$ cat src/sv/sdpid_pkg.sv
`timescale 1ns / 1ps
// Shared widths, register codes and beat types for the straight drive PID.
// No dependencies; every other file of the block imports this package.
package sdpid_pkg;

	// Encoder count bits that are used and width of the saturating error sum
	localparam int COUNT_WIDTH = 32;
	localparam int SUM_WIDTH   = 48;

	// Fixed field widths
	localparam int GAIN_W   = 32;
	localparam int SPEED_W  = 16;
	localparam int TARGET_W = 31;
	localparam int ERR_W    = 32;
	localparam int CFG_IDX_W  = 3;
	localparam int CFG_DATA_W = 32;

	// Derived datapath widths
	localparam int CNT_EXT_W  = ERR_W + 1;
	localparam int DER_W      = ERR_W + 1;
	localparam int SUM_LO_W   = SUM_WIDTH / 2;
	localparam int SUM_HI_W   = SUM_WIDTH - SUM_LO_W;
	localparam int PROD_P_W   = GAIN_W + ERR_W;
	localparam int PROD_D_W   = GAIN_W + DER_W;
	localparam int PROD_IL_W  = GAIN_W + SUM_LO_W + 1;
	localparam int PROD_IH_W  = GAIN_W + SUM_HI_W;
	localparam int ACC_W      = GAIN_W + SUM_WIDTH + 3;
	localparam int CORR_SHIFT = 10;
	localparam int CORR_W     = SPEED_W + 2;
	localparam int SPD_SUM_W  = CORR_W + 1;

	// Register reset values
	localparam logic signed [GAIN_W-1:0] GAIN_P_RST = 32'sd25166;
	localparam logic signed [GAIN_W-1:0] GAIN_I_RST = 32'sd0;
	localparam logic signed [GAIN_W-1:0] GAIN_D_RST = 32'sd16777;

	// Configuration register indexes
	typedef enum logic [CFG_IDX_W-1:0] {
		REG_GAIN_P = 3'd0,
		REG_GAIN_I = 3'd1,
		REG_GAIN_D = 3'd2,
		REG_BASE   = 3'd3,
		REG_TARGET = 3'd4
	} cfg_reg_t;

	typedef struct packed {
		logic signed [GAIN_W-1:0]  gain_p;
		logic signed [GAIN_W-1:0]  gain_i;
		logic signed [GAIN_W-1:0]  gain_d;
		logic signed [SPEED_W-1:0] base_speed;
		logic [TARGET_W-1:0]       target_pulses;
	} cfg_t;

	// Input and result beats
	typedef struct packed {
		logic signed [31:0] left_count;
		logic signed [31:0] right_count;
	} item_t;

	typedef struct packed {
		logic signed [SPEED_W-1:0] left_speed;
		logic signed [SPEED_W-1:0] right_speed;
		logic                      done_res;
	} res_t;

	// Per-stage load strobes from the pipeline control
	typedef struct packed {
		logic load_s1;
		logic load_s2;
		logic load_s3;
		logic load_s4;
		logic load_o;
	} pipe_ctl_t;

	// Stage payloads
	typedef struct packed {
		logic                        done;
		logic signed [ERR_W-1:0]     err;
		logic signed [SUM_WIDTH-1:0] sum;
		logic signed [DER_W-1:0]     der;
	} s2_t;

	typedef struct packed {
		logic                        done;
		logic signed [PROD_P_W-1:0]  prod_p;
		logic signed [PROD_D_W-1:0]  prod_d;
		logic signed [PROD_IL_W-1:0] prod_il;
		logic signed [PROD_IH_W-1:0] prod_ih;
	} s3_t;

	typedef struct packed {
		logic                    done;
		logic signed [ACC_W-1:0] acc;
	} s4_t;

endpackage

$ cat src/sv/sdpid_out.sv
`timescale 1ns / 1ps
// Correction accumulate, Q2.14 scaling and saturated wheel speeds.
// Depends on sdpid_pkg.
module sdpid_out (
	input  logic                 clk,
	input  sdpid_pkg::pipe_ctl_t ctl,
	input  sdpid_pkg::cfg_t      cfg,
	input  sdpid_pkg::s3_t       mult_s3,
	output sdpid_pkg::res_t      res_q
);
	import sdpid_pkg::*;

	s4_t acc_s4;

	logic signed [ACC_W-1:0]     term_p, term_d, term_il, term_ih, acc;
	logic signed [ACC_W-1:0]     corr_full;
	logic [ACC_W-CORR_W:0]       corr_top;
	logic signed [CORR_W-1:0]    corr;
	logic signed [SPD_SUM_W-1:0] base_x, left_w, right_w;
	res_t                        res_next;

	function automatic logic signed [SPEED_W-1:0] sat_speed(
		input logic signed [SPD_SUM_W-1:0] v
	);
		logic [SPD_SUM_W-SPEED_W:0] top;
		top = v[SPD_SUM_W-1:SPEED_W-1];
		if (&top || ~|top) begin
			return v[SPEED_W-1:0];
		end
		return v[SPD_SUM_W-1] ? {1'b1, {(SPEED_W-1){1'b0}}} : {1'b0, {(SPEED_W-1){1'b1}}};
	endfunction

	// Sum of the three gain terms
	always_comb begin
		term_p  = ACC_W'(mult_s3.prod_p);
		term_d  = ACC_W'(mult_s3.prod_d);
		term_il = ACC_W'(mult_s3.prod_il);
		term_ih = ACC_W'(mult_s3.prod_ih);
		acc     = term_p + term_d + term_il + (term_ih <<< SUM_LO_W);
	end

	always_ff @(posedge clk) begin
		if (ctl.load_s4) begin
			acc_s4.done <= mult_s3.done;
			acc_s4.acc  <= acc;
		end
	end

	// Floor shift to Q2.14, clamp, then speeds
	always_comb begin
		corr_full = acc_s4.acc >>> CORR_SHIFT;
		corr_top  = corr_full[ACC_W-1:CORR_W-1];
		// any correction this far out saturates both speeds anyway
		if (&corr_top || ~|corr_top) begin
			corr = corr_full[CORR_W-1:0];
		end else begin
			corr = corr_full[ACC_W-1] ? {1'b1, {(CORR_W-1){1'b0}}} : {1'b0, {(CORR_W-1){1'b1}}};
		end
		base_x  = {{(SPD_SUM_W-SPEED_W){cfg.base_speed[SPEED_W-1]}}, cfg.base_speed};
		left_w  = base_x - {corr[CORR_W-1], corr};
		right_w = base_x + {corr[CORR_W-1], corr};

		if (acc_s4.done) begin
			res_next.left_speed  = '0;
			res_next.right_speed = '0;
			res_next.done_res    = 1'b1;
		end else begin
			res_next.left_speed  = sat_speed(left_w);
			res_next.right_speed = sat_speed(right_w);
			res_next.done_res    = 1'b0;
		end
	end

	// Result register
	always_ff @(posedge clk) begin
		if (ctl.load_o) begin
			res_q <= res_next;
		end
	end

endmodule

$ cat config.mk
export PLATFORM = sky130hd
export DESIGN_NAME = sdpid_out
export DESIGN_NICKNAME = d
export VERILOG_FILES = /design/src/sv/sdpid_pkg.sv /design/src/sv/sdpid_out.sv
export SDC_FILE = /design/constraint.sdc
export NUM_CORES = 1
export LEC_CHECK = 0
export BUFFER_PORTS_ARGS = -buffer_cell sky130_fd_sc_hd__buf_2
export CORE_MARGIN = 8
export CORE_UTILIZATION = 46
export CTS_CLUSTER_DIAMETER = 200
export DETAILED_ROUTE_END_ITERATION = 16
export PLACE_DENSITY = 0.76
export SLEW_MARGIN = 20
export SYNTH_ARGS = -nofsm -noshare
export SYNTH_HDL_FRONTEND = slang
export SYNTH_SLANG_ARGS = --single-unit
$ cat constraint.sdc
create_clock -name clk -period 5.4 [get_ports clk]
set_clock_uncertainty 0.1 [all_clocks]
set_input_delay 1.08 -clock clk [delete_from_list [all_inputs] [get_ports clk]]
set_output_delay 1.08 -clock clk [all_outputs]
set_load 0.005 [all_outputs]
# --- After elaboration in Yosys (flattened, before gate mapping) ---
# Index checks and enable logic that the tools add are counted.
classes:
  shift: 0
  n_mux: 13
  n_bitwise: 0
  order_cmp: 0
  n_addsub: 5
  div_mod_pow: 0
  reduce_logical: 12
  eq_ne: 0
  n_mul: 0
ops:
  columns: ["operator", "count"]
  rows:
  - ["16-bit two-way mux", 6]
  - ["67-bit by 80-bit adder with 81-bit output", 1]
  - ["66-bit by 57-bit adder with 67-bit output", 1]
  - ["64-bit by 65-bit adder with 66-bit output", 1]
  - ["56-bit AND reduction", 1]
  - ["56-bit OR reduction", 1]
  - ["18-bit two-way mux", 2]
  - ["16-bit by 18-bit adder with 19-bit output", 1]
  - ["16-bit by 18-bit subtractor with 19-bit output", 1]
  - ["4-bit AND reduction", 2]
  - ["4-bit OR reduction", 2]
  - ["1-bit two-way mux", 5]
  - ["1-bit logical NOT", 3]
  - ["1-bit logical OR", 3]
totals:
  n_memories: 0
  wordCells: 35
  mem_bits_ro: 0
  in_bits: 392
  ff_bits: 117
  ram_bits: 0
  latch_bits: 0

# --- Depth between registers and ports, before layout ---
# Gate-level depths: netlist (run 1).
logic_depth:
  depth_word: 11
  mapped_depth: 21

# --- Worst setup path before layout (run 1) ---
# No wires, ideal clock.
synth_path:
  path_kind: "register -> register"
  startpoint: "register acc_s4[81] in the netlist's numbering"
  endpoint: "register res_q[22] in the netlist's numbering (data pin)"
  arrival_time_ns: 4.664
  required_ns: 5.041
  path_slack_ns: 0.377
  stages_incl_launch_ff: 22
  n_path_buf: 2
  setup_ns: 0.259
  cell_sequence: "edfxtp_1 > nor4_1 > nand4_1 > or4_1 > nand2_1 > nor2_1 > clkbuf_1 > a21o_1 > ha_1 > fa_1 > o21bai_1 > a21oi_1 > nor2_1 > o21ai_1 > a221o_1 > o221ai_1 > or4_1 > nand4_1 > or3_1 > mux2i_2 > buf_6 > a21oi_1"
synth_between:
  elab_chain_len: 11
  word_cells_on_any_way: 15
  cone_classes: "1 x add/sub; 6 x mux; 8 x reduce/logical"
synth_lines:
  columns: ["item", "line", "rtl"]
  rows:
  - ["from (decl)", "sdpid_out.sv:13", "s4_t acc_s4;"]
  - ["56-bit OR reduction", "sdpid_out.sv:54", "if (&corr_top || ~|corr_top) begin"]
  - ["1-bit logical NOT", "sdpid_out.sv:54", null]
  - ["1-bit logical OR *", "sdpid_out.sv:54", null]
  - ["18-bit two-way mux *", "sdpid_out.sv:54", null]
  - ["16-bit by 18-bit subtractor with 19-bit output *", "sdpid_out.sv:60", "left_w = base_x - {corr[CORR_W-1], corr};"]
  - ["4-bit OR reduction", "sdpid_out.sv:27", "if (&top || ~|top) begin"]
  - ["1-bit logical NOT", "sdpid_out.sv:27", null]
  - ["1-bit logical OR", "sdpid_out.sv:27", null]
  - ["1-bit two-way mux", "sdpid_out.sv:27", null]
  - ["1-bit two-way mux", "sdpid_out.sv:63", "if (acc_s4.done) begin"]
  - ["16-bit two-way mux *", "sdpid_out.sv:30", "return v[SPD_SUM_W-1] ? {1'b1, {(SPEED_W-1){1'b0}}} : {1'b0, {(SPEED_W-1){1'b1}}};"]
  - ["to (signal assigned)", "sdpid_out.sv:77", "res_q <= res_next;"]
  - ["to (decl)", "sdpid_out.sv:9", "output sdpid_pkg::res_t res_q"]
# Mark *: on every way between the ends. The rest lies on a longest branch, timed or not. The select of a mux whose other input is x is not followed.
# A chain may end at the register's enable or synchronous reset.

# --- Final worst setup path (run 1) ---
layout_path:
  startpoint: "register acc_s4[32] in the netlist's numbering"
  endpoint: "register res_q[24] in the netlist's numbering (data pin)"
# The elaborated chain is that of the path after synthesis.

==> results of run 1 <==
worst min-delay path by stage:
stage | cells past startpoint | from | endpoint | slack (ns)
6_report | 0 | acc_s4[83]$_DFFE_PP_ | res_q[0]$_DFFE_PP_ | 0.52
5_1_grt | 0 | acc_s4[83]$_DFFE_PP_ | res_q[0]$_DFFE_PP_ | 0.56
4_1_cts | 0 | acc_s4[83]$_DFFE_PP_ | res_q[0]$_DFFE_PP_ | 0.53
3_5_place_dp | 0 | acc_s4[83]$_DFFE_PP_ | res_q[0]$_DFFE_PP_ | 0.51
3_3_place_gp | 0 | acc_s4[83]$_DFFE_PP_ | res_q[0]$_DFFE_PP_ | 0.51
2_1_floorplan | 0 | acc_s4[83]$_DFFE_PP_ | res_q[0]$_DFFE_PP_ | 0.41
power by group through the flow:
stage | sequential [W] | clock (W) | combinational, W
after floorplan | 0.00162 | 0 | 0.00335
after global placement | 0.00165 | 0 | 0.00470
after detailed placement | 0.00166 | 0 | 0.00477
after CTS | 0.00165 | 0.000675 | 0.00480
after global routing | 0.00170 | 0.000706 | 0.00540
final | 0.00166 | 0.000662 | 0.00485
per-layer routing:
metal / part of all wire, % / global-route usage [%] / routed length, microns / vias up
met5: 0 / 0 / 0 / -
met4: 1.7 / 4.54 / 622 / 0
met3: 5.7 / 3.77 / 2010 / 41
met2: 46 / 33.6 / 16500 / 359
met1: 46 / 26.3 / 16400 / 5449
li1: - / - / - / 5629
cell usage after synthesis (13+ instances only):
master,number
o21a_1,20
a21oi_1,124
clkbuf_1,33
nor2_1,68
a21o_1,75
nor3_1,15
fa_1,137
nand2_1,65
edfxtp_1,105
nor4_1,18
nand3_1,22
a31oi_1,13
o21ai_0,50
buf_2,17
ha_1,142
xnor2_1,62
xor2_1,38
o21bai_1,21
nand4_1,51
inv_1,199
kinds of logic after synthesis:
family / share of synthesized area, %
compound gates: 19.0
xor+xnor: 6.40
fa+ha+maj: 33.0
buf+inv: 7.25
flops: 23.0
mux: 0.101
simple gates: 11.2
worst max-delay path, cell delays in order, from the launching register on:
cell and delay [ns]:
edfxtp_1 0.41, nor4_2 0.33, nand4_1 0.13, or4_1 0.52, nand2_1 0.13, nor2_2 0.12, a21o_1 0.20, ha_1 0.21
fa_1 0.41, o21bai_1 0.14, a21oi_1 0.12, nor2_1 0.10, o21ai_1 0.10, a221o_1 0.36, o31a_1 0.28, nor2_1 0.15
nand4_1 0.17, a32oi_4 0.35, mux2i_2 0.26, buf_6 0.18, a21oi_1 0.09
layout make-up:
class / instances / area [sq um] / share of cell area [%]
Clock inverter: 7 / 88.8 / 0.548
Clock buffer: 9 / 225 / 1.39
Timing Repair Buffer: 353 / 1920 / 11.8
Sequential cell: 105 / 3150 / 19.4
Multi-Input combinational cell: 1061 / 9590 / 59.2
Inverter: 200 / 751 / 4.63
Tap cell: 390 / 488 / 3.01
stage by stage:
step	setup WS [ns]	hold WS [ns]	std cells	TNS, ns
after floorplan	0.377	0.411	1421	0
after global placement	0.0457	0.510	2107	0
after detailed placement	-0.158	0.510	2107	-1.68
after CTS	0.0580	0.530	2123	0
after global routing	0.0216	0.565	2125	0
final	0.276	0.518	2125	0
layout by cell type, fill, tap and decap left out, types with 13 or more instances in the layout:
master	n
buf_2	294
inv_1	199
ha_1	142
fa_1	137
a21oi_1	124
edfxtp_1	105
a21o_1	75
nor2_1	67
nand2_1	65
xnor2_1	62
buf_4	58
nand4_1	51
o21ai_0	50
xor2_1	38
nand3_1	22
o21bai_1	20
o21a_1	20
nor3_1	15
nor4_1	14
a31oi_1	13
flip-flops by register name (all words and copies together) (netlist names):
name    count
acc_s4     72
res_q      33
timing repair:
action	4_1_cts	5_1_grt
pin swaps	0	4
endpoints found under the setup margin	15	30
hold buffers	0	0
setup buffers	0	2
hold endpoints to repair	0	0
resized for setup	1	10
==> metrics.md, run 1 <==
| Metric | Value |
|---|---|
| Run status | finished, final reports clean |
| Die area | 35500 sq um |
| Largest fanout on the critical path | 13 |
| Via-per-instance ratio | 5.40 |
| Kind of end point of the critical path | register |
| Sequential area share after synthesis | 23.0% |
| Initial Util | 46.4% |
| Fin area | 16200 sq um |
| Post-DP HPWL | 31400 microns |
| Starting DRT DRC Count | 564 |
| Die X | 188 microns |
| Crit Reg-Reg Startpoint | acc_s4[32]$_DFFE_PP_ |
| Slew HR | 49.3% |
| Vias in the first global route | 12100 |
| Leakage power | 7.79 nW |
| Fmax | 195 MHz |
| Synthesized net count | 2092 |
| Net switching power | 0.00325 W |
| Antenna violations before repair | 0 |
| Biggest area consumer among synthesized cells | edfxtp_1 |
| Slew @ Worst Pin | 0.760 ns |
| DRC errors left | 0 |
| # diodes | 0 |
| Synthesized area per cell | 9.63 sq um |
| Post-DP Area | 15800 sq um |
| Htree depth | 3 |
| Largest net degree at the start of global routing | 64 |
| Worst Path Class, Setup | register to register |
| DR vias | 11500 |
| Rows | 63 |
| Int Power | 0.00392 W |
| EDFF count, synth | 105 |
| Tcrit/Tclk final | 94.9% |
| Post-DR wirelength/cell | 16.7 microns |
| Layout area overhead | 18.6% |
| Worst EP required | 5.40 ns |
| Worst-skew pair later-pin latency | 0.37 ns |
| Die height | 188 microns |
| GRT overflow | 0 |
| Global Route Usage Sum | 20.0% |
| Final WL | 35600 microns |
| Design Power | 0.00717 W |
| Final setup viols | 0 |
| Async SR Flop Fraction | 0% |
| Syn Std Cell Area | 13700 sq um |
| Core box area | 29500 sq um |
| Share of post-route cells with drive strength above 1 | 23.7% |
| Final hold violations | 0 |
| CP arrival | 5.12 ns |
| First-pass DRT Iterations | 5 |
| CTS sink cnt | 105 |
| First-pass GRT wire length | 58600 microns |
| Synth top area cells | edfxtp_1, fa_1, ha_1 |
| Unrepaired setup endpoints after global routing | no |
| I/O Pins | 425 |
| Syn Inst Count | 1421 |
| CTS tree | built |
| Startpoint types | register |
| HP Class | register to register |
| Final net count | 2401 |
| Crit path to | res_q[24]$_SDFFCE_PP0P_ |
| Worst Setup SP | acc_s4[32]$_DFFE_PP_ |
| Switching Fraction | 45.4% |
| GPL Wtd Cong | 0.950 |
| Final core occ | 55.0% |
| Top cell type's share of synthesized area | 23.0% |
| Final Slew Violations | 0 |
| Period minus WS final | 5.12 ns |
| Antenna Nets Post-Route | 0 |
| Clock network power share | 9.2% |
| Gate power share | 67.6% |
| Reg-to-Reg End | res_q[24]$_SDFFCE_PP0P_ |
| R2r worst-path depth | 20 |
| Flops & latches, synth | 105 |
| Worst vdd ir | 213 uV |
| Fillers | 2710 |
| Clock-pin slew on the worst setup and hold paths | 0.08 ns |
| PwrDens | 442 nW/um^2 |
| Max clock buf depth | 2 |
| CTS buffer count | 9 |
| Sequential Power Share | 23.2% |
| Main synth FF type | edfxtp_1 |
| Cell variety after synth | 79 |
| CTS Root Buffer Type | clkbuf_16 |
| Flop2flop setup slack | 0.28 ns |
| Maxcap violations | 0 |
| Yosys warns | 0 |
| IO buf count | 294 |
(Power assumes the default switching activity.)
==> inputs of run 2 (changes only) <==
- CORE_UTILIZATION: 46 -> 30
- PLACE_DENSITY: 0.76 -> unset
==> run 2 against run 1 <==
Largest cell class unchanged. Combinational power up 5.8%. Largest power group unchanged. Clock-buffer cell count unchanged. Highest routed layer is now met5. Via count shrank 0.81%.
==> metrics.md, run 2 (synthesis results as in run 1) <==
| Metric | Value |
|---|---|
| Global Route Usage Sum | 14.2% |
| Clock-pin slew on the worst setup and hold paths | 0.08 ns |
| Starting DRT DRC Count | 595 |
| Final Slew Violations | 0 |
| Slew @ Worst Pin | 0.691 ns |
| Vias in the first global route | 12200 |
| Final WL | 38200 microns |
| Most common cell after layout, fill and taps aside | buf_2 |
| Die area | 52700 sq um |
| Crit path cell chain | nor4_4 > buf_4 > nand4_1 > or4_1 > nand2_2 > nor2_2 > a21o_1 > ha_1 > fa_2 > o21bai_1 > a21oi_1 > nor2_1 > o21ai_1 > a221o_1 > o31a_1 > nor2_2 > nand4_1 > a32oi_2 > mux2i_2 > buf_12 > a21oi_1 |
| Antenna Nets Post-Route | 0 |
| Most frequent cells in the layout | buf_2, inv_1, ha_1, fa_1, a21oi_1 |
| PwrDens | 442 nW/um^2 |
| DR vias | 11400 |
| Tcrit/Tclk final | 96.0% |
| Worst EP required | 5.39 ns |
| CTS tree | built |
| IO buf count | 294 |
| Rows | 78 |
| DRC errors left | 0 |
| # diodes | 0 |
| HP Class | register to register |
| Critical Path Slowest Stage Cell | or4_1 |
| First-pass DRT Iterations | 5 |
| Post-route setup slack | 0.216 ns |
| Largest regs | acc_s4 (72), res_q (33) |
| Layout area overhead | 22.8% |
| Fmax | 193 MHz |
| Worst-skew pair later-pin latency | 0.35 ns |
| Leakage power | 7.96 nW |
| CP arrival | 5.17 ns |
| Worst Path Class, Setup | register to register |
| Run status | finished, final reports clean |
| Worst vdd ir | 190 uV |
| CTS Root Buffer Type | clkbuf_16 |
| Share of post-route cells with drive strength above 1 | 25.7% |
| Via-per-instance ratio | 4.81 |
| Worst hold slack | 0.468 ns |
| Final setup viols | 0 |
| Largest fanout on the critical path | 13 |
| GRT overflow | 0 |
| Critical path's largest stage delay | 0.53 ns |
| Initial Util | 30.3% |
| I/O Pins | 425 |
| CTS buffer count | 9 |
| Final hold violations | 0 |
| Unrepaired setup endpoints after global routing | yes |
| Core box area | 45200 sq um |
| Kind of end point of the critical path | register |
| CTS sink cnt | 105 |
| Maxcap violations | 0 |
| First-pass GRT wire length | 62200 microns |
| Fin area | 16800 sq um |
| Design Power | 0.00743 W |
| Post-DP HPWL | 33800 microns |
| Post-DP Area | 16400 sq um |
| Final net count | 2435 |
| Htree depth | 3 |
| Slew HR | 53.9% |
| Period minus WS final | 5.18 ns |
| Die height | 230 microns |
| Post-DR wirelength/cell | 16.1 microns |
| Multi-input logic area | 9630 sq um |
| Largest net degree at the start of global routing | 43 |
| Max reg flops | 72 |
| Max clock buf depth | 2 |
| Fillers | 4518 |
| Die X | 230 microns |
| GPL Wtd Cong | 0.846 |
| Cts hold-fix bufs | 0 |
| Startpoint types | register |
| Dpl ws | -0.103 ns |
| Largest Register | acc_s4 |
| Antenna violations before repair | 2 |
| Register area | 3150 sq um |
==> run 2: cell type report <==
class / count / share of cell area [%]
inverters: 200 / 4.47
repair buffers: 387 / 13.3
multi-input cells: 1061 / 57.3
well taps: 600 / 4.47
clock inverters: 7 / 0.320
clock buffers: 9 / 1.34
flip-flops and latches: 105 / 18.8
==> run 2: routing by layer <==
layer	vias up	share of wire [%]	global-route usage, %
met5	-	0.068	0
met4	4	0.56	1.53
met3	20	4.4	2.36
met2	241	51	25.7
met1	5439	44	18.0
li1	5681	-	-
==> run 2: per-stage QoR <==
stage                     TNS (ns)  utilization [%]  instances
after global routing        -0.143             37.2       2369
after CTS                        0             36.9       2364
after global placement      -0.848             36.2       2348
after floorplan                  0                -       1421
after detailed placement     -1.29             36.2       2348
final                            0             37.2       2369
==> run 2: what timing repair did <==
action,in CTS,in global routing
pin swaps,1,6
resized for setup,6,14
buffers inserted,0,4
endpoints found under the setup margin,15,30
==> run 2: report_power, final <==
group	internal (W)	leakage (nW)	switching (W)
Clock	0.000318	0.136	0.000313
Sequential	0.00148	1.04	0.000188
Combinational	0.00231	6.78	0.00283
Total	0.00410	7.96	0.00333
==> run 2: worst max-delay path, delay by kind of cell (launching register included) <==
family                     cells  cell delay, ns
and+or+nand+nor                8            1.53
adders and majority gates      2            0.57
muxes                          1            0.33
DFF                            1            0.43
AOI/OAI and AO/OA              8            1.63
buffers and inverters          2            0.32
==> run 2: worst paths after layout <==
check	startpoint	to	slack (ns)	cells past startpoint
worst max-delay path	acc_s4[69]$_DFFE_PP_	res_q[31]$_SDFFCE_PP0P_	0.22	21
worst min-delay path	acc_s4[83]$_DFFE_PP_	res_q[0]$_DFFE_PP_	0.47	0
worst max register to register	acc_s4[69]$_DFFE_PP_	res_q[31]$_SDFFCE_PP0P_	0.22	21
worst min register to register	acc_s4[83]$_DFFE_PP_	res_q[0]$_DFFE_PP_	0.47	0
